`config.mk`:
```
export PLATFORM = sky130hd
export DESIGN_NAME = sfir_ctrl
export DESIGN_NICKNAME = d
export VERILOG_FILES = /design/src/sv/sfir_pkg.sv /design/src/sv/sfir_ctrl.sv
export SDC_FILE = /design/constraint.sdc
export NUM_CORES = 1
export LEC_CHECK = 0
export ABC_CLOCK_PERIOD_IN_PS = 1510
export BUFFER_PORTS_ARGS = -buffer_cell sky130_fd_sc_hd__buf_2
export CAP_MARGIN = 20
export CORE_AREA = 2 2 39 41
export DETAILED_ROUTE_END_ITERATION = 10
export DIE_AREA = 0 0 41 43
export GPL_TIMING_DRIVEN = 0
export PLACE_DENSITY = 0.39
export SLEW_MARGIN = 40
export SYNTH_ARGS = -nofsm -noshare
export SYNTH_HDL_FRONTEND = slang
export SYNTH_SLANG_ARGS = --single-unit
```
`constraint.sdc`:
```
create_clock -name clock -period 1.51 [get_ports clock]
set_input_delay 0.0755 -clock clock [delete_from_list [all_inputs] [get_ports clock]]
set_output_delay 0.0755 -clock clock [all_outputs]
set_load 0.01 [all_outputs]
```
`src/sv/sfir_pkg.sv`:
```
// Shared widths, codes and controller/datapath interface types for the symmetric FIR filter.
`timescale 1ns / 1ps

package sfir_pkg;

   localparam int TAPS_DEFAULT     = 257;
   localparam int CHANNELS_DEFAULT = 2;

   localparam int SAMPLE_W = 16;
   localparam int COEF_W   = 18;
   localparam int INDEX_W  = 8;
   localparam int PAIR_W   = SAMPLE_W + 1;
   localparam int PROD_W   = COEF_W + PAIR_W;
   localparam int OUT_W    = 43;

   // item kind codes
   localparam logic KIND_SAMPLE = 1'b0;
   localparam logic KIND_COEF   = 1'b1;

   // controller -> datapath
   typedef struct packed {
      logic take_sample;  // latch sample and channel of an accepted sample item
      logic take_coef;    // write a half-tap coefficient
      logic write;        // push the sample into its delay line, clear accumulator
      logic issue;        // issue one tap-pair read into the MAC pipeline
      logic load_out;     // copy accumulator into the result register
   } cmd_type;

   // datapath -> controller
   typedef struct packed {
      logic ch_ok;        // request channel is in range
      logic last_step;    // current tap pair is the outermost one
      logic pipe_busy;    // MAC pipeline still holds work
   } status_type;

endpackage

```
`src/sv/sfir_ctrl.sv`:
```
// Sequencing state machine for the symmetric FIR filter.
`timescale 1ns / 1ps

module sfir_ctrl (
   input  logic                clock,
   input  logic                reset,
   input  logic                req_valid,
   output logic                req_stall,
   input  logic                req_kind,
   output logic                rsp_valid,
   input  logic                rsp_stall,
   input  sfir_pkg::status_type status,
   output sfir_pkg::cmd_type    cmd
);

   typedef enum logic [2:0] {
      ST_IDLE,
      ST_WRITE,
      ST_RUN,
      ST_DRAIN,
      ST_OUT
   } state_type;

   state_type state_ff, state_in;
   logic      rsp_valid_ff, rsp_valid_in;
   logic      accept;

   assign req_stall = (state_ff != ST_IDLE);
   assign rsp_valid = rsp_valid_ff;
   assign accept    = req_valid && (state_ff == ST_IDLE);

   always_comb begin
      cmd.take_sample = accept && (req_kind == sfir_pkg::KIND_SAMPLE) && status.ch_ok;
      cmd.take_coef   = accept && (req_kind == sfir_pkg::KIND_COEF);
      cmd.write       = (state_ff == ST_WRITE);
      cmd.issue       = (state_ff == ST_RUN);
      cmd.load_out    = (state_ff == ST_OUT) && (!rsp_valid_ff || !rsp_stall);
   end

   always_comb begin
      state_in = state_ff;
      case (state_ff)
         ST_IDLE: begin
            if (cmd.take_sample) state_in = ST_WRITE;
         end
         ST_WRITE: state_in = ST_RUN;
         ST_RUN: begin
            if (status.last_step) state_in = ST_DRAIN;
         end
         ST_DRAIN: begin
            if (!status.pipe_busy) state_in = ST_OUT;
         end
         ST_OUT: begin
            if (cmd.load_out) state_in = ST_IDLE;
         end
         default: state_in = ST_IDLE;
      endcase
   end

   always_comb begin
      rsp_valid_in = rsp_valid_ff;
      if (cmd.load_out) begin
         rsp_valid_in = 1'b1;
      end else if (!rsp_stall) begin
         rsp_valid_in = 1'b0;
      end
   end

   always_ff @(posedge clock) begin
      if (reset) begin
         state_ff     <= ST_IDLE;
         rsp_valid_ff <= 1'b0;
      end else begin
         state_ff     <= state_in;
         rsp_valid_ff <= rsp_valid_in;
      end
   end

endmodule

```
==> run_results.csv <==
group,metric,value,unit
outcome,status,"completed",
setup_path,r2r_end,"rsp_valid$_SDFFE_PP0P_",
setup_path,worstPathMaxFanout,10,
setup_path,critPathSlowestCell,"or3b_4",
global_routing,grt_max_degree,11,
cts,root_buffer,"clkbuf_4",
cells_and_area,final_util,26.1,%
synthesis,yosysSeqAreaShare,32.7,%
cts,cts_buffer_depth,2,
cts,cts_made_buffers,3,
global_routing,grt_pass1_vias,229,
die,die_width,41,um
worst_hold_path,hold_path_class,"in -> reg",
timing,fin_skew,0.00409,ns
setup_path,crit_required,1.43,ns
cells_and_area,fin_cells,59,
cts,tritoncts,"yes",
cts,cts.clk_slew.worst_paths,0.04,ns
placed_design,placed_cell_area,335,um2
synthesis,synth_area,245,um2
drt,drt_iter0_markers,2,
synthesis,synth.largest_area_cell,"dfxtp_1",
timing,fin_crit,1.39,ns
worst_hold_path,hold_depth,2,
setup_path,cp-start-kind,"register",
timing,slew_viol_final,0,
global_routing,antenna_found_initial,0,
die,start_util,17.7,%
synthesis,synthFlopType,"dfxtp_1",
synthesis,yosys.cell_count.top_type,"dfxtp_1",
synthesis,synthCells,27,
drt,firstDrtPassIters,2,
placed_design,dp_slack,0.245,ns
synthesis,ys_ff_latch,4,
cells_and_area,final_area,362,um2
die,die_h,43,um
die,rows,14,
cells_and_area,num-fill-cells,153,
cells_and_area,area_growth,47.4,%
synthesis,synth_cell_types,17,
timing,relSlewSlack,81.3,%
die,num_io_pins,15,
timing,worst_pin_slew,0.279,ns
placed_design,io_buffers,14,
cts,cts.sinks,4,
cells_and_area,antenna_cells,0,
timing,hold_viol_final,0,
timing,fin_ws,0.120,ns
worst_hold_path,holdPathEnd,"rsp_valid$_SDFFE_PP0P_",
die,die-area,0.00176,mm2
global_routing,grt_pass1_wl,917,um
cts,cts_max_level,1,
placed_design,dpl.cell_count,57,
pwr,power.leakage,0.164,nW
drt,routed_wl,627,um
setup_path,r2r-start,"state_ff[1]$_SDFFE_PP0P_",
die,core_area,0.00138,mm2
drt,drcViolationCount,0,
setup_path,crit_type,"reg -> out",
synthesis,synth_top_area_share,32.7,%
synthesis,ys.warnings.count,0,
timing,clock.fmax,719,MHz
setup_path,critPathCaptureType,"output port",
timing,holdWs,0.0659,ns
placed_design,gp_congestion,0.635,
synthesis,yosys-top-cells-count,"dfxtp_1 (4), nor2_1 (3)",
setup_path,ff2ff_setup_slack,0.47,ns
synthesis,syn_avg_cell_area,9.08,um2
drt,vias_per_cell,4.41,
drt,vias,260,
timing,fin_tns_setup,0,ns
timing,setup_violations,0,
pwr,power_density,893,mW/mm2
cts,cts_setup_buffers,0,
setup_path,rr_worst_depth,3,
global_routing,grt.overflow.total,0,
timing,layout_worst_path_cycle_share,92.1,%
drt,ant_nets,0,
timing,rsz0062_at_grt,"no",
pwr,power,323,uW
pwr,peakVddDrop,0.283,mV
cts,insertion_delay,0.24,ns
synthesis,synth_area_leaders,"dfxtp_1 (33%), nand4bb_1 (9.2%), nand3b_1 (6.1%)",
job,maxCapViolCount,0,
setup_path,cp_slowest_stage_delay,0.41,ns
setup_path,path_cells,"buf_6 > or3b_4 > a21oi_2 > buf_6",
setup_path,crit_arrival,1.31,ns
synthesis,synth_edf_count,0,
drt,wl_per_cell,10.6,um
synthesis,synth_nets,35,
setup_path,cp_common_cell,"buf_6",
global_routing,grt_usage,8.12,%
synthesis,synthArstFlopShare,0,%
cells_and_area,drive_gt1_share,51.2,%
worst_hold_path,min_from,"reset",
cells_and_area,nets,53,
-- worst max path at each step --
stage / startpoint / depth (start not counted) / slack, ns / to
after floorplan: state_ff[1]$_SDFFE_PP0P_ / 3 / 0.40 / cmd[3]
after global placement: state_ff[2]$_SDFFE_PP0P_ / 4 / 0.25 / cmd[0]
after detailed placement: state_ff[2]$_SDFFE_PP0P_ / 4 / 0.24 / cmd[0]
after CTS: state_ff[1]$_SDFFE_PP0P_ / 5 / 0.01 / cmd[0]
after global routing: state_ff[1]$_SDFFE_PP0P_ / 4 / 0.06 / cmd[0]
final: state_ff[1]$_SDFFE_PP0P_ / 4 / 0.12 / cmd[0]
-- critical path: cells and delay by family (launching register included) --
kind | cells | cell delay (ns)
AOI/OAI and AO/OA | 1 | 0.13
buffers and inverters | 2 | 0.24
DFF | 1 | 0.30
and+or+nand+nor | 1 | 0.41
-- where the power goes --
| part | switching [mW] | total [mW] | internal [mW] |
|---|---|---|---|
| Clock | 0.0443 | 0.133 | 0.0889 |
| Sequential | 0.00676 | 0.119 | 0.112 |
| Combinational | 0.0350 | 0.0711 | 0.0361 |
| Total | 0.0860 | 0.323 | 0.237 |
-- cells by family after synthesis --
kind of cell | Yosys count | share of synthesized area [%]
AO/OA/AOI/OAI | 6 | 17.4
AND/OR/NAND/NOR | 15 | 42.3
buffers and inverters | 2 | 7.65
flip-flops | 4 | 32.7
-- layer usage --
layer | routed length (um) | GRT usage [%]
met1 | 276 | 10.3
met2 | 312 | 9.69
met3 | 38 | 4.71
met4 | 0 | 6.00
met5 | 0 | 0
-- what timing repair did --
action                                  in CTS  in global routing
pin swaps                                    0                  1
endpoints found under the setup margin       1                  1
hold buffers                                 0                  0
resized for setup                            1                  2
-- layout by cell type (no fill, tap or decap) --
cell type  instances
nand2_1            2
a21oi_1            1
a21boi_1           1
nor3b_1            2
a2111oi_1          1
buf_6              2
or3b_4             1
dfxtp_2            1
or3_1              1
a21oi_2            2
clkbuf_4           3
nor2_1             3
dfxtp_1            3
nand3b_1           2
o22ai_1            1
nand4bb_1          2
and3b_1            1
buf_2             13
nor4_1             1
-- flip-flops by register name, indices dropped and copies added, names as in the netlist --
name,count
rsp_valid,1
state_ff,3
-- area by class of cell --
type	count	area (um2)	area share [%]
Buffer	1	11.3	3.11
Clock buffer	3	22.5	6.23
Multi-Input combinational cell	21	150	41.5
Sequential cell	4	81.3	22.5
Tap cell	16	20.0	5.54
Timing Repair Buffer	14	76.3	21.1
No activity file was read; power rests on OpenSTA's default activity.
